$ cat src/rtl/lph_pkg.sv
`timescale 1ns / 1ps
// ----------------------------------------------------------------------------
// lph_pkg
// Shared types and constants of the linear probing hash table.
// ----------------------------------------------------------------------------
package lph_pkg;

  localparam int unsigned TABLE_SIZE_DEF = 16;

  localparam int unsigned OP_W     = 2;
  localparam int unsigned KEY_W    = 31;
  localparam int unsigned STATUS_W = 2;
  localparam int unsigned SLOT_W   = 4;
  localparam int unsigned COUNT_W  = 5;

  localparam int unsigned S_TDATA_W = 32;
  localparam int unsigned M_TDATA_W = 16;

  typedef enum logic [OP_W-1:0] {
    OP_INSERT = 2'd0,
    OP_LOOKUP = 2'd1,
    OP_REMOVE = 2'd2
  } op_e;

  typedef enum logic [STATUS_W-1:0] {
    STATUS_OK   = 2'd0,
    STATUS_MISS = 2'd1,
    STATUS_FULL = 2'd2
  } status_e;

  typedef enum logic [2:0] {
    S_CLEAR,
    S_IDLE,
    S_HOME,
    S_PROBE,
    S_DONE
  } state_e;

  // write controls toward the slot store
  typedef struct packed {
    logic key_we;
    logic valid_we;
    logic valid_wd;
  } wr_ctrl_t;

endpackage

$ cat src/rtl/lph_home.sv
`timescale 1ns / 1ps
// ----------------------------------------------------------------------------
// lph_home
// Home slot unit: key modulo the table size, a mask when the size is a power
// of two, else a reciprocal multiplication and a back multiplication.
// ----------------------------------------------------------------------------
module lph_home #(
  parameter int unsigned TableSize = lph_pkg::TABLE_SIZE_DEF
) (
  input  logic                              clk_i,
  input  logic                              rst_ni,
  input  logic                              start_i,
  input  logic [lph_pkg::KEY_W-1:0]         key_i,
  output logic                              done_o,
  output logic [$clog2(TableSize)-1:0]      home_o
);
  import lph_pkg::*;

  localparam int unsigned AW = $clog2(TableSize);

  if ((TableSize & (TableSize - 1)) == 0) begin : g_mask
    logic          done_q;
    logic [AW-1:0] home_q;

    always_ff @(posedge clk_i or negedge rst_ni) begin
      if (!rst_ni) begin
        done_q <= 1'b0;
      end else begin
        done_q <= start_i;
      end
    end

    always_ff @(posedge clk_i) begin
      if (start_i) begin
        home_q <= key_i[AW-1:0];
      end
    end

    assign done_o = done_q;
    assign home_o = home_q;
  end else begin : g_recip
    // quotient is exact for every key of KEY_W bits
    localparam int unsigned     SH      = KEY_W + AW;
    localparam longint unsigned RECIP   =
      ((64'd1 << SH) + 64'(TableSize) - 64'd1) / 64'(TableSize);
    localparam logic [KEY_W:0]   RECIP_K = (KEY_W+1)'(RECIP);
    localparam logic [KEY_W-1:0] SIZE_K  = KEY_W'(TableSize);

    logic             st1_q;
    logic             st2_q;
    logic             done_q;
    logic [KEY_W-1:0] key_q;
    logic [KEY_W-1:0] quo_q;
    logic [AW-1:0]    home_q;
    logic [2*KEY_W:0] prod;
    logic [KEY_W-1:0] quo;
    logic [KEY_W-1:0] rem;

    assign prod = (2*KEY_W+1)'(key_q) * (2*KEY_W+1)'(RECIP_K);
    assign quo  = KEY_W'(prod >> SH);
    assign rem  = key_q - KEY_W'(quo_q * SIZE_K);

    always_ff @(posedge clk_i or negedge rst_ni) begin
      if (!rst_ni) begin
        st1_q  <= 1'b0;
        st2_q  <= 1'b0;
        done_q <= 1'b0;
      end else begin
        st1_q  <= start_i;
        st2_q  <= st1_q;
        done_q <= st2_q;
      end
    end

    always_ff @(posedge clk_i) begin
      if (start_i) begin
        key_q <= key_i;
      end
      if (st1_q) begin
        quo_q <= quo;
      end
      if (st2_q) begin
        home_q <= rem[AW-1:0];
      end
    end

    assign done_o = done_q;
    assign home_o = home_q;
  end

endmodule

$ cat src/rtl/lph_store.sv
`timescale 1ns / 1ps
// ----------------------------------------------------------------------------
// lph_store
// Slot store: key memory and valid memory, one write and one registered
// read per cycle.
// ----------------------------------------------------------------------------
module lph_store #(
  parameter int unsigned TableSize = lph_pkg::TABLE_SIZE_DEF
) (
  input  logic                         clk_i,
  input  logic                         rd_en_i,
  input  logic [$clog2(TableSize)-1:0] rd_addr_i,
  input  lph_pkg::wr_ctrl_t            wr_i,
  input  logic [$clog2(TableSize)-1:0] wr_addr_i,
  input  logic [lph_pkg::KEY_W-1:0]    wr_key_i,
  output logic [lph_pkg::KEY_W-1:0]    rd_key_o,
  output logic                         rd_valid_o
);
  import lph_pkg::*;

  logic [KEY_W-1:0] key_mem   [TableSize];
  logic             valid_mem [TableSize];
  logic [KEY_W-1:0] rd_key_q;
  logic             rd_valid_q;

  always_ff @(posedge clk_i) begin
    if (wr_i.key_we) begin
      key_mem[wr_addr_i] <= wr_key_i;
    end
    if (rd_en_i) begin
      rd_key_q <= key_mem[rd_addr_i];
    end
  end

  always_ff @(posedge clk_i) begin
    if (wr_i.valid_we) begin
      valid_mem[wr_addr_i] <= wr_i.valid_wd;
    end
    if (rd_en_i) begin
      rd_valid_q <= valid_mem[rd_addr_i];
    end
  end

  assign rd_key_o   = rd_key_q;
  assign rd_valid_o = rd_valid_q;

endmodule

$ cat src/rtl/linear_probe_hash_table.sv
`timescale 1ns / 1ps
// ----------------------------------------------------------------------------
// linear_probe_hash_table
// Open addressing hash table with linear probing; insert, lookup and remove.
// ----------------------------------------------------------------------------
// After reset the block sweeps the valid memory and takes no transaction
// meanwhile. Each operation then runs one at a time: it is taken, its home
// slot is formed (by a mask when TableSize is a power of two, by reciprocal
// multiplication otherwise), one memory read is made per probed slot (1 to
// TableSize), and the result register is loaded once it is free. An undefined
// op code skips the home slot and the probe. The probe loop over the single
// memory read port sets the worst case. A result waits in its output
// register while the next operation is taken.
module linear_probe_hash_table #(
  parameter int unsigned TableSize = lph_pkg::TABLE_SIZE_DEF
) (
  input  logic                             clk_i,
  input  logic                             rst_ni,
  input  logic                             s_axis_tvalid,
  output logic                             s_axis_tready,
  input  logic [lph_pkg::S_TDATA_W-1:0]    s_axis_tdata,  // key[30:0]
  input  logic [lph_pkg::OP_W-1:0]         s_axis_tuser,  // op[1:0]
  output logic                             m_axis_tvalid,
  input  logic                             m_axis_tready,
  output logic [lph_pkg::M_TDATA_W-1:0]    m_axis_tdata,  // slot[3:0], live_count[8:4]
  output logic [lph_pkg::STATUS_W-1:0]     m_axis_tuser   // status[1:0]
);
  import lph_pkg::*;

  localparam int unsigned AW = $clog2(TableSize);
  localparam int unsigned CW = $clog2(TableSize + 1);

  state_e           state_q, state_d;
  op_e              op_q;
  logic [KEY_W-1:0] key_q;
  logic [AW-1:0]    pos_q, pos_d;
  logic [AW-1:0]    n_q, n_d;
  logic [AW-1:0]    clr_q, clr_d;
  logic [CW-1:0]    count_q, count_d;
  status_e          res_status_q, res_status_d;
  logic [AW-1:0]    res_slot_q, res_slot_d;

  logic             m_valid_q;
  status_e          m_status_q;
  logic [SLOT_W-1:0]  m_slot_q;
  logic [COUNT_W-1:0] m_count_q;

  logic             in_accept;
  logic             out_load;
  logic             home_done;
  logic [AW-1:0]    home;
  logic             rd_en;
  logic [AW-1:0]    rd_addr;
  wr_ctrl_t         wr;
  logic [AW-1:0]    wr_addr;
  logic [KEY_W-1:0] rd_key;
  logic             rd_valid;
  logic             last_probe;
  logic [AW-1:0]    pos_nx;

  assign s_axis_tready = (state_q == S_IDLE);
  assign in_accept     = s_axis_tvalid && s_axis_tready;

  lph_home #(
    .TableSize(TableSize)
  ) u_home (
    .clk_i  (clk_i),
    .rst_ni (rst_ni),
    .start_i(in_accept),
    .key_i  (s_axis_tdata[KEY_W-1:0]),
    .done_o (home_done),
    .home_o (home)
  );

  lph_store #(
    .TableSize(TableSize)
  ) u_store (
    .clk_i     (clk_i),
    .rd_en_i   (rd_en),
    .rd_addr_i (rd_addr),
    .wr_i      (wr),
    .wr_addr_i (wr_addr),
    .wr_key_i  (key_q),
    .rd_key_o  (rd_key),
    .rd_valid_o(rd_valid)
  );

  assign last_probe = (n_q == AW'(TableSize - 1));
  assign pos_nx     = (pos_q == AW'(TableSize - 1)) ? '0 : pos_q + AW'(1);
  assign wr_addr    = (state_q == S_CLEAR) ? clr_q : pos_q;

  always_comb begin
    state_d      = state_q;
    pos_d        = pos_q;
    n_d          = n_q;
    clr_d        = clr_q;
    count_d      = count_q;
    res_status_d = res_status_q;
    res_slot_d   = res_slot_q;
    rd_en        = 1'b0;
    rd_addr      = pos_nx;
    wr           = '0;
    out_load     = 1'b0;

    unique case (state_q)
      S_CLEAR: begin
        wr.valid_we = 1'b1;
        wr.valid_wd = 1'b0;
        clr_d       = clr_q + AW'(1);
        if (clr_q == AW'(TableSize - 1)) begin
          state_d = S_IDLE;
        end
      end
      S_IDLE: begin
        if (in_accept) begin
          res_status_d = STATUS_MISS;
          res_slot_d   = '0;
          if (s_axis_tuser == OP_INSERT || s_axis_tuser == OP_LOOKUP ||
              s_axis_tuser == OP_REMOVE) begin
            state_d = S_HOME;
          end else begin
            state_d = S_DONE;
          end
        end
      end
      S_HOME: begin
        if (home_done) begin
          rd_en   = 1'b1;
          rd_addr = home;
          pos_d   = home;
          n_d     = '0;
          state_d = S_PROBE;
        end
      end
      S_PROBE: begin
        state_d = S_DONE;
        unique case (op_q)
          OP_INSERT: begin
            if (!rd_valid) begin
              wr.key_we    = 1'b1;
              wr.valid_we  = 1'b1;
              wr.valid_wd  = 1'b1;
              count_d      = count_q + CW'(1);
              res_status_d = STATUS_OK;
              res_slot_d   = pos_q;
            end else if (last_probe) begin
              res_status_d = STATUS_FULL;
            end else begin
              state_d = S_PROBE;
            end
          end
          OP_LOOKUP, OP_REMOVE: begin
            if (!rd_valid) begin
              res_status_d = STATUS_MISS;
            end else if (rd_key == key_q) begin
              res_status_d = STATUS_OK;
              res_slot_d   = pos_q;
              if (op_q == OP_REMOVE) begin
                wr.valid_we = 1'b1;
                wr.valid_wd = 1'b0;
                if (count_q != '0) begin
                  count_d = count_q - CW'(1);
                end
              end
            end else if (last_probe) begin
              res_status_d = STATUS_MISS;
            end else begin
              state_d = S_PROBE;
            end
          end
          default: begin
            res_status_d = STATUS_MISS;
          end
        endcase
        if (state_d == S_PROBE) begin
          rd_en = 1'b1;
          pos_d = pos_nx;
          n_d   = n_q + AW'(1);
        end
      end
      S_DONE: begin
        if (!m_valid_q || m_axis_tready) begin
          out_load = 1'b1;
          state_d  = S_IDLE;
        end
      end
      default: begin
        state_d = S_IDLE;
      end
    endcase
  end

  always_ff @(posedge clk_i or negedge rst_ni) begin
    if (!rst_ni) begin
      state_q   <= S_CLEAR;
      clr_q     <= '0;
      count_q   <= '0;
      m_valid_q <= 1'b0;
    end else begin
      state_q <= state_d;
      clr_q   <= clr_d;
      count_q <= count_d;
      if (out_load) begin
        m_valid_q <= 1'b1;
      end else if (m_axis_tready) begin
        m_valid_q <= 1'b0;
      end
    end
  end

  always_ff @(posedge clk_i) begin
    if (in_accept) begin
      op_q  <= op_e'(s_axis_tuser);
      key_q <= s_axis_tdata[KEY_W-1:0];
    end
    pos_q        <= pos_d;
    n_q          <= n_d;
    res_status_q <= res_status_d;
    res_slot_q   <= res_slot_d;
    if (out_load) begin
      m_status_q <= res_status_q;
      m_slot_q   <= SLOT_W'(res_slot_q);
      m_count_q  <= COUNT_W'(count_q);
    end
  end

  assign m_axis_tvalid = m_valid_q;
  assign m_axis_tuser  = m_status_q;
  assign m_axis_tdata  = {{(M_TDATA_W - SLOT_W - COUNT_W){1'b0}}, m_count_q, m_slot_q};

endmodule
$ cat config.mk
export PLATFORM = sky130hd
export DESIGN_NAME = linear_probe_hash_table
export DESIGN_NICKNAME = d
export VERILOG_FILES = /design/src/rtl/lph_pkg.sv /design/src/rtl/lph_home.sv /design/src/rtl/lph_store.sv /design/src/rtl/linear_probe_hash_table.sv
export SDC_FILE = /design/constraint.sdc
export NUM_CORES = 1
export LEC_CHECK = 0
export BUFFER_PORTS_ARGS = -buffer_cell sky130_fd_sc_hd__buf_2
export CORE_MARGIN = 5
export CORE_UTILIZATION = 44
export CTS_BUF_LIST = sky130_fd_sc_hd__clkbuf_16
export DETAILED_ROUTE_END_ITERATION = 10
export GPL_TIMING_DRIVEN = 0
export HOLD_SLACK_MARGIN = 0.12
export SLEW_MARGIN = 10
export SYNTH_ARGS = -nofsm -noshare
export SYNTH_HDL_FRONTEND = slang
export SYNTH_SLANG_ARGS = --single-unit
$ cat constraint.sdc
create_clock -name clk_i -period 5.2 [get_ports clk_i]
set_input_delay 1.3 -clock clk_i [delete_from_list [all_inputs] [get_ports clk_i]]
set_output_delay 1.3 -clock clk_i [all_outputs]
set_load 0.03 [all_outputs]
Word-level counts from Yosys, hierarchy flattened
Memories as Yosys holds them, arrays and structs flattened. A register that Yosys moved wholly into a read port is not among the register bits.
Index checks and enable logic that the tools add are counted.
Cells by class
  add/sub/neg operators: 5
  equal/unequal tests: 29
  mux-type cells: 61
  reduce and logical (&&, ||, !) cells: 19
Operator list (count)
  $mux W4: 12
  $mux W3: 11
  $pmux W4 S2: 4
  $eq A31 B31 Y1: 1
  $mux W5: 5
  $mux W2: 9
  $pmux W2 S2: 4
  $pmux W3 S5: 1
  $add A4 B1 Y4 const B: 3
  $eq A4 B4 Y1 const B: 3
  $mux W1: 12
  $ne A2 B2 Y1 const B: 6
  $pmux W5 S2: 1
  $eq A3 B2 Y1 const B: 3
  $ne A2 B1 Y1 const B: 4
  $reduce_and A4 Y1: 2
  $reduce_bool A2 Y1: 4
  $reduce_and A7 Y1: 1
  $ne A3 B3 Y1 const B: 2
  $pmux W3 S2: 1
  $reduce_and A6 Y1: 1
  $add A5 B1 Y5 const B: 1
  $ne A5 B5 Y1 const B: 1
  $reduce_bool A5 Y1: 1
  other kinds (16): 21
Storage, ports and cells
  bits in registers: 76
  RAM bits: 512
  input bits: 38
  output and inout bits: 20
  logic and storage cells: 131
  memories kept: 2
Memory list
  u_store.key_mem: words 16, bits a word 31, rd ports 1, clocked after memory_dff 1, write ports 1, RTL line lph_store.sv:21  | logic [KEY_W-1:0] key_mem [TableSize];
  u_store.valid_mem: words 16, bits a word 1, rd ports 1, clocked after memory_dff 1, write ports 1, RTL line lph_store.sv:22  | logic valid_mem [TableSize];

Logic depth before layout (Yosys ltp)
Gate-level depths: netlist (run 1).
  word-level depth: 9
  mapped depth: 11
  gate-level depth less buffers: 8

Cells and area by module
A second synthesis (run 1) with hierarchy kept.
Unflattened totals
  cells, all modules: 1162
  area total of the unflattened synthesis: 24004.3 sq um
By module, submodules not included
  lph_store: instances 1, cells each 862, area an instance 20256.9 sq um, sequential area each 16335.7 sq um
  linear_probe_hash_table: instances 1, cells each 295, area an instance 3602.2 sq um, sequential area each 2067.0 sq um
  lph_home: instances 1, cells each 5, area an instance 145.1 sq um, sequential area each 145.1 sq um

Least setup slack after synthesis (run 1)
No wires, ideal clock.
  kind: register to register
  start: register state_q[0]
  end: memory u_store.key_mem[0][0], enable pin
  setup time: 419 ps
  arrival: 2966 ps
  required time: 4781 ps
  slack: 1815 ps
  cell stages (with the launch flop): 9
  path buffers: 3
  clock period less this slack: 3385 ps
  cells stage by stage: dfrtp_1 buf_2 nor3_1 buf_2 buf_2 nand3_1 o31ai_1 nand2_1 nor2_1
Between the ends
  longest elaborated chain between the ends: 4
  elaborated cells on any way between the ends: 6
  classes of those cells: 1 x eq/ne; 4 x mux; 1 x reduce/logical
RTL lines
  start: declaration: RTL line linear_probe_hash_table.sv:33  | state_e state_q, state_d;
  start signal: assignment: RTL line linear_probe_hash_table.sv:200  | state_q <= state_d;
  $eq A3 B2 Y1: RTL line linear_probe_hash_table.sv:105  | unique case (state_q)
  $mux W1: RTL line linear_probe_hash_table.sv:105
  $mux W1: RTL line lph_store.sv:27  | if (wr_i.key_we) begin
  $mux W1 (not written as such): RTL line lph_store.sv:28  | key_mem[wr_addr_i] <= wr_key_i;
  end: declaration: RTL line lph_store.sv:21
Parallel ways exist; a longest one is shown, timed or not.

Final worst setup path (run 1)
  start: register u_home.g_mask.home_q[1], in the netlist u_home.home_o[1]
  end: register u_store.rd_key_q[9], in the netlist u_store.rd_key_o[9], read port of u_store.key_mem, enable pin
Between the ends
  longest elaborated chain between the ends: 2
RTL lines
  start: declaration: RTL line lph_home.sv:23  | logic [AW-1:0] home_q;
  start signal: assignment: RTL line lph_home.sv:35  | home_q <= key_i[AW-1:0];
  $mux W4: RTL line linear_probe_hash_table.sv:127  | if (home_done) begin
  $mux W4: RTL line linear_probe_hash_table.sv:105
  end: declaration: RTL line lph_store.sv:23  | logic [KEY_W-1:0] rd_key_q;
Every way passes these cells.
A chain may end at the register's enable or synchronous reset.

==> summary.txt, run 1 <==
OUTCOME
-------------------------------------------------------------------------------------------------
Run status                                                                           complete, no violations

FLOORPLAN
-------------------------------------------------------------------------------------------------
Standard-cell rows                                                                             87
Die outline width                                                                          248 um
Core region area                                                                       0.0564 mm2
Total I/O pin count                                                                            58
Die Area                                                                               0.0617 mm2
Overall die height                                                                         248 um
Effective utilization at floorplan                                                          0.443

CLOCK TREE
-------------------------------------------------------------------------------------------------
Post-CTS Repair Setup Buffers                                                                   0
Hold-fix buffers, CTS                                                                           0
Number of clock sinks seen by CTS                                                             616
CTS-repair resized insts                                                                        0
Skew-Pair Late Insertion Delay                                                            0.63 ns
Number of H-tree levels                                                                         2
Number of buffers inserted during clock tree synthesis                                         61
Clock Tree Root                                                                      sky130_fd_sc_hd__clkbuf_16
Clock-pin slew of the registers on the worst-case setup and hold paths                    0.06 ns
Clk buf depth                                                                                   3
CTS tree                                                                                      yes

PWR
-------------------------------------------------------------------------------------------------
Largest voltage drop on the vdd net                                                      0.253 mV
Static Leakage                                                                            9.89 nW
Pwr Density                                                                            382 mW/mm2
Post-route total power                                                                    10.9 mW

LOGIC SYNTHESIS
-------------------------------------------------------------------------------------------------
Post-synthesis sequential area ratio                                                        0.737
Number of distinct library cell variants in the gate-level netlist after synthesis             58
Synth Area in Simple Gates                                                                 0.0486
Synthesized netlist cell count                                                              1,515
Multiplexer share of the synthesized area                                                   0.119
Number of flops mapped to enable cells by yosys                                               602
Flip-flop cell with the highest count after synthesis                                sky130_fd_sc_hd__edfxtp_1
Largest family of logic cells by synthesized area                                    multiplexers
Main area contributors after synthesis                                               sky130_fd_sc_hd__edfxtp_1 (72%), sky130_fd_sc_hd__mux2i_1 (8.7%), sky130_fd_sc_hd__mux2_2 (2.9%)
Largest area contributor in the synthesized netlist                                  sky130_fd_sc_hd__edfxtp_1
Xor/xnor share of the synthesized area                                                     0.0151
Proportion of register bits with asynchronous set or reset after synthesis                 0.0227
Yosys warns                                                                                     0
Synthesized area divided by synthesized cell count                                       16.5 um2
Synthesized-area fraction occupied by ao, oa, aoi and oai cells                            0.0516
Adder and majority gate portion of the synthesized area                                   0.00581
Netlist area before placement                                                          0.0250 mm2
Fraction of synthesized cell area taken by the top area cell type                           0.723
Number of storage elements in the synthesis netlist                                           616

SETUP PATH
-------------------------------------------------------------------------------------------------
Launching element type of the critical path                                             flip-flop
Endpoint class of the critical path                                                     flip-flop
Reg-to-Reg Start                                                                     u_home.home_o[1]
CP Class                                                                             flip-flop to flip-flop
Reg-to-reg setup timing slack                                                             1.31 ns
Required time of the critical path                                                        5.58 ns
Critical path origin                                                                 u_home.home_o[1]
Worst-case reg-to-reg path depth                                                                8
Crit Reg-Reg Endpoint                                                                u_store.rd_key_o[9]
Data arrival, critical path                                                               4.27 ns
Crit Path Max Fanout                                                                           19

LAYOUT
-------------------------------------------------------------------------------------------------
Antenna Diode Count                                                                             0
Proportion of layout cells with a drive suffix above 1                                      0.176
P&R area growth vs syn                                                                      14.4%
Number of nets in the finished design                                                       1,699
Summed area of non-filler cells in the final layout                                    0.0286 mm2
Fill cells                                                                                  4,740

GRT
-------------------------------------------------------------------------------------------------
Total routing resource utilization after global routing                                     0.192
Congestion Overflow GR                                                                          0
Initial antenna violation count                                                                 0
Pin count of the biggest net entering global routing                                           37
Global-route wire length before repair                                                  87,400 um
Via count of the first global-routing pass                                                 13,500

TIMING
-------------------------------------------------------------------------------------------------
Max transition margin                                                                       0.224
Setup Skew                                                                              0.0221 ns
Period utilization                                                                          0.748
Final number of max-transition violations                                                       0
Final critical path time including I/O delays and setup                                   3.89 ns
Transition time of the tightest slew-check pin                                            1.13 ns
Unrepaired setup endpoints after global routing                                             false
Highest Clock Rate                                                                      0.257 GHz
Final Hold Violating Endpoints                                                                  0
Setup violators final                                                                           0

PLACE
-------------------------------------------------------------------------------------------------
Cell area after placement                                                              0.0268 mm2
Port Buffers                                                                                   49
Dpl hpwl                                                                                37,200 um
GP Congestion                                                                               0.824

DETAILED ROUTING
-------------------------------------------------------------------------------------------------
Number of vias per cell                                                                      5.51
Remaining antenna violation count after routing                                                 0
Initial detailed-routing violation count                                                    1,259
Post-route DRC                                                                                  0
Drt first pass iters                                                                            6
WL/cell                                                                                   23.9 um
Vias                                                                                       13,500
Total wire length                                                                       58,800 um

MIN PATH
-------------------------------------------------------------------------------------------------
Hold Path Origin                                                                     res_slot_q[1]
End of the worst hold path                                                            m_slot_q[1]
Worst hold path class                                                                flip-flop to flip-flop
Number of stages on the worst hold path                                                         0

RUN
-------------------------------------------------------------------------------------------------
Number of max-cap violations                                                                    0

-- where the power goes --
part           internal, mW  total [mW]  switching, mW
Clock                  2.22        4.06           1.84
Combinational         0.323       0.946          0.623
Sequential             5.71        5.93          0.218
Total                  8.25        10.9           2.68
-- cell type report --
type | count | area (um2) | area share
flip-flops and latches | 616 | 18400 | 0.644
multi-input cells | 805 | 6180 | 0.216
clock buffers | 61 | 1530 | 0.0534
well taps | 756 | 946 | 0.0331
repair buffers | 66 | 653 | 0.0228
plain buffers | 90 | 533 | 0.0186
clock inverters | 52 | 295 | 0.0103
inverters | 10 | 37.5 | 0.00131
-- cell usage after synthesis (all sizes together) (3+ instances only) --
| cell | count |
|---|---|
| nor3b | 7 |
| xor2 | 6 |
| a31oi | 14 |
| or3 | 5 |
| nand3 | 14 |
| a211oi | 3 |
| dfrtp | 14 |
| nor2 | 99 |
| edfxtp | 602 |
| buf | 54 |
| mux4 | 3 |
| a211o | 3 |
| xnor2 | 37 |
| nor3 | 21 |
| ha | 10 |
| mux2i | 218 |
| a21oi | 70 |
| and2 | 3 |
| o221ai | 31 |
| nand2b | 3 |
| nor4 | 3 |
| and3 | 7 |
| nor2b | 6 |
| a21o | 4 |
| nand2 | 87 |
| o21ai | 13 |
| o31ai | 3 |
| clkbuf | 36 |
| nand4 | 10 |
| a32oi | 32 |
| mux2 | 64 |
| inv | 10 |
-- critical path, stage by stage (launching register included) --
cell	delay (ns)
sky130_fd_sc_hd__edfxtp_1	0.69
sky130_fd_sc_hd__buf_2	0.36
sky130_fd_sc_hd__xnor2_1	0.21
sky130_fd_sc_hd__nand4_1	0.20
sky130_fd_sc_hd__nor4_1	0.87
sky130_fd_sc_hd__and2_0	0.40
sky130_fd_sc_hd__a21o_1	0.22
sky130_fd_sc_hd__nand2_2	0.35
sky130_fd_sc_hd__buf_12	0.32
-- kinds of logic after synthesis --
kind of cell,after synthesis
flops,616
mux,285
simple gates,271
compound gates,188
buf+inv,100
xor+xnor,43
fa+ha+maj,11
other cells,1
-- placed cells by master (no fill, tap or decap), types with 26 or more instances in the layout --
master | synthesis | final
sky130_fd_sc_hd__clkbuf_16 | 0 | 61
sky130_fd_sc_hd__buf_4 | 26 | 26
sky130_fd_sc_hd__mux2_2 | 64 | 64
sky130_fd_sc_hd__nor2_1 | 99 | 83
sky130_fd_sc_hd__o221ai_1 | 31 | 31
sky130_fd_sc_hd__a32oi_1 | 32 | 32
sky130_fd_sc_hd__xnor2_1 | 37 | 37
sky130_fd_sc_hd__clkbuf_1 | 34 | 34
sky130_fd_sc_hd__edfxtp_1 | 602 | 602
sky130_fd_sc_hd__buf_2 | 18 | 67
sky130_fd_sc_hd__mux2i_1 | 218 | 218
sky130_fd_sc_hd__a21oi_1 | 70 | 70
sky130_fd_sc_hd__nand2_1 | 87 | 86
-- per-layer routing --
metal  share of wire  GRT usage  vias to the layer above
met3           0.069     0.0319                      121
met1            0.43      0.266                     6773
met4           0.028     0.0609                        0
li1                -          -                     6162
met5               0          0                        -
met2            0.47      0.313                      480
-- flip-flops by register name, indices dropped and copies added, names as in the netlist, 3 cells and up --
signal             count
clr_q                  4
u_store.rd_key_o      31
count_q                5
u_store.valid_mem     16
pos_q                  4
m_count_q              5
n_q                    4
key_q                 28
u_store.key_mem      496
m_slot_q               4
res_slot_q             4
u_home.home_o          3
state_q                3
-- worst max-delay path by stage --
stage	to	cells after the start
after floorplan	u_store.key_mem[0][0]	8
after global placement	u_store.key_mem[4][24]	8
after detailed placement	u_store.rd_key_o[25]	8
after CTS	u_store.rd_key_o[23]	8
after global routing	u_store.rd_key_o[8]	8
final	u_store.rd_key_o[9]	8
-- through the flow --
step / util / hold WS (ns) / setup slack [ns] / TNS [ns] / cells
final: 0.507 / 0.420 / 1.31 / 0 / 2456
after detailed placement: 0.474 / 0.407 / 1.34 / 0 / 2343
after floorplan: - / 0.400 / 1.82 / 0 / 1521
after global routing: 0.507 / 0.434 / 1.08 / 0 / 2456
after CTS: 0.507 / 0.422 / 1.33 / 0 / 2456
after global placement: 0.465 / 0.406 / -0.337 / -46.84 / 2326
Power figures use the tool's default switching activity.
==> run 2: changes to the inputs <==
Clock period 5.2 ns to 3.3 ns, I/O delays scaled along.
==> run 2 against run 1 <==
Flip-flop and latch count is the same; sequential power increased by 57%; critical path depth is the same; via count is 2.2% higher; sequential share of layout area decreased by 1.8 points; die area did not move.
==> summary.txt, run 2 (synthesis gave the netlist of run 1 again) <==
SETUP PATH
-------------------------------------------------------------------------------------
Reg-to-reg setup timing slack                                                 0.12 ns
Endpoint class of the critical path                                         flip-flop
Worst-case reg-to-reg path depth                                                    8
Crit Path Max Fanout                                                               20
Data arrival, critical path                                                   3.53 ns
Required time of the critical path                                            3.64 ns
Crit Reg-Reg Endpoint                                                    u_store.rd_key_o[23]
Launching element type of the critical path                                 flip-flop
Reg-to-Reg Start                                                         u_home.home_o[1]
CP Class                                                                 flip-flop to flip-flop

TIMING
-------------------------------------------------------------------------------------
Highest Clock Rate                                                          0.314 GHz
Total negative slack                                                             0 ns
Final critical path time including I/O delays and setup                       3.18 ns
Unrepaired setup endpoints after global routing                                 false
Final Hold Violating Endpoints                                                      0
Setup violators final                                                               0
Setup Skew                                                                  0.0298 ns
Transition time of the tightest slew-check pin                               0.899 ns
Final WS setup                                                               0.119 ns
Final number of max-transition violations                                           0
Period utilization                                                              0.964
Max transition margin                                                           0.399

RUN
-------------------------------------------------------------------------------------
Number of max-cap violations                                                        0

GRT
-------------------------------------------------------------------------------------
Global-route wire length before repair                                      88,900 um
Initial antenna violation count                                                     1
Via count of the first global-routing pass                                     13,900
Total routing resource utilization after global routing                         0.195
Congestion Overflow GR                                                              0
Pin count of the biggest net entering global routing                               37

CLOCK TREE
-------------------------------------------------------------------------------------
Number of clock sinks seen by CTS                                                 616
Number of buffers inserted during clock tree synthesis                             67
Skew-Pair Late Insertion Delay                                                0.61 ns
Clock Tree Root                                                          sky130_fd_sc_hd__clkbuf_16
Number of H-tree levels                                                             3
Clk buf depth                                                                       3
Clock-pin slew of the registers on the worst-case setup and hold paths        0.06 ns
CTS tree                                                                          yes

LAYOUT
-------------------------------------------------------------------------------------
Proportion of layout cells with a drive suffix above 1                          0.210
P&R area growth vs syn                                                          17.6%
Number of flip-flops under the largest register name                              496
Number of non-filler instances in the completed layout                          2,501
Leading cell types in the layout, fill and taps excluded                 sky130_fd_sc_hd__edfxtp_1 (602), sky130_fd_sc_hd__mux2i_1 (217), sky130_fd_sc_hd__nand2_1 (86), sky130_fd_sc_hd__nor2_1 (83), sky130_fd_sc_hd__a21oi_1 (70)
Antenna Diode Count                                                                 0
Most common cell after layout, fill and taps aside                       sky130_fd_sc_hd__edfxtp_1
Number of nets in the finished design                                           1,742
Largest reg by FF count                                                  u_store.key_mem

MIN PATH
-------------------------------------------------------------------------------------
Worst hold path class                                                    primary input to flip-flop
End of the worst hold path                                                  key_q[17]
Number of stages on the worst hold path                                             1
Hold Path Origin                                                         s_axis_tdata[17]

PWR
-------------------------------------------------------------------------------------
Share of total power in combinational logic                                     0.089
Net switching power                                                           4.39 mW
Static Leakage                                                                10.3 nW
Pwr Density                                                                615 mW/mm2
Largest voltage drop on the vdd net                                          0.431 mV
Relative contribution of sequential cells to total power                        0.515
Internal power                                                                13.7 mW
Switching fraction of total power                                               0.242
Clock network power share                                                       0.397

DETAILED ROUTING
-------------------------------------------------------------------------------------
Total wire length                                                           60,200 um
WL/cell                                                                       24.1 um
Vias                                                                           13,800
Number of vias per cell                                                          5.53
Remaining antenna violation count after routing                                     0
Post-route DRC                                                                      0
Drt first pass iters                                                                6
Initial detailed-routing violation count                                        1,338

PLACE
-------------------------------------------------------------------------------------
GP Congestion                                                                   0.847
Dpl hpwl                                                                    37,600 um
Placement Setup Slack                                                       -0.587 ns
Port Buffers                                                                       49
Number of instances in the placed design                                        2,343

FLOORPLAN
-------------------------------------------------------------------------------------
Overall die height                                                             248 um
Standard-cell rows                                                                 87
Die outline width                                                              248 um
Die Area                                                                   0.0617 mm2
Effective utilization at floorplan                                              0.443
Core region area                                                           0.0564 mm2
Total I/O pin count                                                                58

OUTCOME
-------------------------------------------------------------------------------------
Run status                                                               complete, no violations

run 2: worst max path at each step:
stage	slack (ns)	start	end
floorplan	-0.08	state_q[0]	u_store.key_mem[0][0]
global placement	-2.28	state_q[0]	u_store.key_mem[4][25]
CTS	0.002	state_q[0]	u_store.key_mem[5][9]
global route	0.006	u_home.home_o[1]	u_store.rd_key_o[25]
finish	0.12	u_home.home_o[1]	u_store.rd_key_o[23]
detailed placement	-0.59	u_home.home_o[1]	u_store.rd_key_o[25]
run 2: power by group through the flow:
stage,logic [mW],registers [mW],clock network [mW]
after floorplan,0.970,9.39,0
after global placement,1.39,9.49,0
after detailed placement,1.47,9.50,0
after CTS,1.51,9.33,7.32
after global routing,1.74,9.35,7.66
final,1.60,9.31,7.17
run 2: worst max-delay path, stage by stage (launching register included):
cell and delay (ns):
sky130_fd_sc_hd__edfxtp_1 0.45, sky130_fd_sc_hd__buf_2 0.25, sky130_fd_sc_hd__xnor2_1 0.32, sky130_fd_sc_hd__nand4_1 0.28, sky130_fd_sc_hd__nor4_4 0.46, sky130_fd_sc_hd__and2_1 0.32, sky130_fd_sc_hd__a21o_1 0.22, sky130_fd_sc_hd__nand2_2 0.32
sky130_fd_sc_hd__buf_12 0.31
run 2: per-stage QoR:
step	instance area (um2)	util	power, mW	hold WS, ns
global placement	26200	0.465	10.9	0.402
finish	29400	0.521	18.1	0.399
floorplan	25000	-	10.4	0.400
CTS	29200	0.518	18.2	0.360
detailed placement	26700	0.474	11.0	0.411
global route	29400	0.521	18.8	0.371
run 2: area by class of cell:
class / count / area (um2)
Multi-Input combinational cell: 805 / 6260
Inverter: 10 / 37.5
Fill cell: 4610 / 27000
Buffer: 90 / 553
Sequential cell: 616 / 18400
Clock buffer: 68 / 1700
Timing Repair Buffer: 103 / 1080
Clock inverter: 53 / 402
Tap cell: 756 / 946
run 2: timing repair:
item / 4_1_cts / 5_1_grt
endpoints found under the setup margin: 406 / 268
pin swaps: 11 / 0
buffers inserted: 20 / 16
hold buffers: 1 / 0
hold endpoints to repair: 14 / 0
gates cloned: 0 / 0
resized for setup: 12 / 20
run 2: layer usage:
metal	track usage	share of wire
met3	0.0366	0.070
met1	0.267	0.42
met2	0.321	0.48
met5	0	0
met4	0.0625	0.024
==> run 3: changes to the inputs <==
Clock period 3.3 ns to 3.15 ns, I/O delays scaled along.
==> run 3 against run 2 <==
Setup slack improved by 0.0022 ns; critical path depth increased by 1; routed wire length increased by 0.57%; utilization grew 0.59 points; critical endpoint is now u_store.rd_key_o[26]; highest routed layer unchanged.
==> summary.txt, run 3 (synthesis gave the netlist of run 1 again) <==
FLOORPLAN
-------------------------------------------------------------------------------------
Die outline width                                                              248 um
Die Area                                                                   0.0617 mm2
Standard-cell rows                                                                 87
Overall die height                                                             248 um
Core region area                                                           0.0564 mm2
Total I/O pin count                                                                58
Effective utilization at floorplan                                              0.443

PLACE
-------------------------------------------------------------------------------------
Number of instances in the placed design                                        2,343
Dpl hpwl                                                                    37,600 um
Cell area after placement                                                  0.0267 mm2
Port Buffers                                                                       49
GP Congestion                                                                   0.847

DETAILED ROUTING
-------------------------------------------------------------------------------------
Initial detailed-routing violation count                                        1,327
Vias                                                                           13,900
WL/cell                                                                       23.9 um
Drt first pass iters                                                                7
Total wire length                                                           60,500 um
Post-route DRC                                                                      0
Number of vias per cell                                                          5.50
Remaining antenna violation count after routing                                     0

TIMING
-------------------------------------------------------------------------------------
Hold WS                                                                      0.361 ns
Period utilization                                                              0.962
Final critical path time including I/O delays and setup                       3.03 ns
Transition time of the tightest slew-check pin                               0.905 ns
Max transition margin                                                           0.395
Final number of max-transition violations                                           0
Final Hold Violating Endpoints                                                      0
Setup Skew                                                                  0.0210 ns
Setup violators final                                                               0
Highest Clock Rate                                                          0.330 GHz
Unrepaired setup endpoints after global routing                                  true

SETUP PATH
-------------------------------------------------------------------------------------
Data arrival, critical path                                                   3.46 ns
Reg-to-reg setup timing slack                                                 0.12 ns
Buffers and inverters on the worst path                                             4
Required time of the critical path                                            3.58 ns
Crit Reg-Reg Endpoint                                                    u_store.rd_key_o[26]
Critical path, cell by cell                                              buf_2 > nand4bb_1 > buf_4 > buf_2 > nor2_1 > a31oi_2 > clkbuf_1 > a32oi_1 > o221ai_1
Endpoint class of the critical path                                         flip-flop
Total number of cells along the worst setup path                                    9
CP dominant cell by count                                                sky130_fd_sc_hd__buf_2
Cell type of the slowest stage on the worst timing path                  sky130_fd_sc_hd__clkbuf_1
Family with the most delay on the worst path                             buffers and inverters
Reg-to-Reg Start                                                           state_q[0]
Worst-case reg-to-reg path depth                                                    9
CP Class                                                                 flip-flop to flip-flop
Delay contributed by the slowest stage of the critical path                   0.67 ns
Crit Path Max Fanout                                                               10
Launching element type of the critical path                                 flip-flop

LAYOUT
-------------------------------------------------------------------------------------
Most common cell after layout, fill and taps aside                       sky130_fd_sc_hd__edfxtp_1
Largest reg by FF count                                                  u_store.key_mem
Fill cells                                                                      4,587
Number of non-filler instances in the completed layout                          2,533
P&R area growth vs syn                                                          19.0%
Proportion of layout cells with a drive suffix above 1                          0.230
Number of nets in the finished design                                           1,774
Leading cell types in the layout, fill and taps excluded                 sky130_fd_sc_hd__edfxtp_1 (602), sky130_fd_sc_hd__mux2i_1 (217), sky130_fd_sc_hd__nand2_1 (85), sky130_fd_sc_hd__nor2_1 (83), sky130_fd_sc_hd__buf_4 (71)
Antenna Diode Count                                                                 0
Summed area of non-filler cells in the final layout                        0.0297 mm2
Share of the core filled with cells in the final layout                         0.527
Number of flip-flops under the largest register name                              496

CLOCK TREE
-------------------------------------------------------------------------------------
Number of H-tree levels                                                             3
Skew-Pair Late Insertion Delay                                                0.60 ns
CTS tree                                                                          yes
Clock-pin slew of the registers on the worst-case setup and hold paths        0.06 ns
Number of buffers inserted during clock tree synthesis                             67
Clock Tree Root                                                          sky130_fd_sc_hd__clkbuf_16
Number of clock sinks seen by CTS                                                 616
Clk buf depth                                                                       3

PWR
-------------------------------------------------------------------------------------
Switching fraction of total power                                               0.242
Largest voltage drop on the vdd net                                          0.449 mV
Internal power                                                                14.4 mW
Net switching power                                                           4.61 mW
Clock network power share                                                       0.394
Post-route total power                                                        19.0 mW
Pwr Density                                                                640 mW/mm2
Relative contribution of sequential cells to total power                        0.509
Share of total power in combinational logic                                     0.096
Static Leakage                                                                10.5 nW

GRT
-------------------------------------------------------------------------------------
Pin count of the biggest net entering global routing                               37
Congestion Overflow GR                                                              0
Global-route wire length before repair                                      89,400 um
Via count of the first global-routing pass                                     13,900
Initial antenna violation count                                                     1
Total routing resource utilization after global routing                         0.197

MIN PATH
-------------------------------------------------------------------------------------
Worst hold path class                                                    primary input to flip-flop
Number of stages on the worst hold path                                             1
Hold Path Origin                                                         s_axis_tdata[17]
End of the worst hold path                                                  key_q[17]

OUTCOME
-------------------------------------------------------------------------------------
Run status                                                               complete, no violations

RUN
-------------------------------------------------------------------------------------
Number of max-cap violations                                                        0

## run 3: cell types whose count changed in the layout (fill, tap and decap cells not counted), moves of 5 or more
cell                       change
sky130_fd_sc_hd__buf_12        +5
sky130_fd_sc_hd__buf_4        +26
sky130_fd_sc_hd__clkbuf_1      -6
sky130_fd_sc_hd__clkbuf_2      +7
## run 3: layout make-up
| cell class | instances | area [um2] | share of cell area |
|---|---|---|---|
| well taps | 756 | 946 | 0.0318 |
| flip-flops and latches | 616 | 18400 | 0.620 |
| plain buffers | 90 | 568 | 0.0191 |
| repair buffers | 135 | 1380 | 0.0464 |
| clock inverters | 53 | 402 | 0.0135 |
| multi-input cells | 805 | 6280 | 0.211 |
| clock buffers | 68 | 1700 | 0.0572 |
| inverters | 10 | 37.5 | 0.00126 |
## run 3: worst max-delay path by stage
stage	endpoint	slack (ns)	start
finish	u_store.rd_key_o[26]	0.12	state_q[0]
global route	u_store.rd_key_o[24]	-0.005	state_q[0]
CTS	u_store.rd_key_o[19]	0.02	pos_q[1]
detailed placement	u_store.rd_key_o[25]	-0.74	u_home.home_o[1]
global placement	u_store.key_mem[4][25]	-2.43	state_q[0]
floorplan	u_store.key_mem[0][0]	-0.23	state_q[0]
## run 3: layer usage
metal | global-route usage | vias up | wire length, um
met5 | 0 | - | 0
met4 | 0.0633 | 0 | 1640
met3 | 0.0322 | 104 | 3850
met2 | 0.323 | 494 | 29000
met1 | 0.271 | 7008 | 26000
li1 | - | 6328 | -
## run 3: metrics by stage
step / setup slack, ns / TNS (ns)
after global routing: -0.00486 / -0.00486
final: 0.121 / 0
after CTS: 0.0183 / 0
after global placement: -2.43 / -1090.20
after detailed placement: -0.737 / -136.50
after floorplan: -0.235 / -92.27
## run 3: timing repair
item,4_1_cts,5_1_grt
pin swaps,16,0
hold endpoints to repair,14,0
setup buffers,33,35
endpoints found under the setup margin,567,534
resized for setup,20,29
hold buffers,1,0
## run 3: power groups by stage
stage / clock network (mW) / logic [mW] / registers (mW)
after global routing: 8.02 / 1.99 / 9.72
after global placement: 0 / 1.45 / 9.94
after detailed placement: 0 / 1.54 / 9.96
final: 7.50 / 1.83 / 9.69
after floorplan: 0 / 1.02 / 9.84
after CTS: 7.67 / 1.65 / 9.75
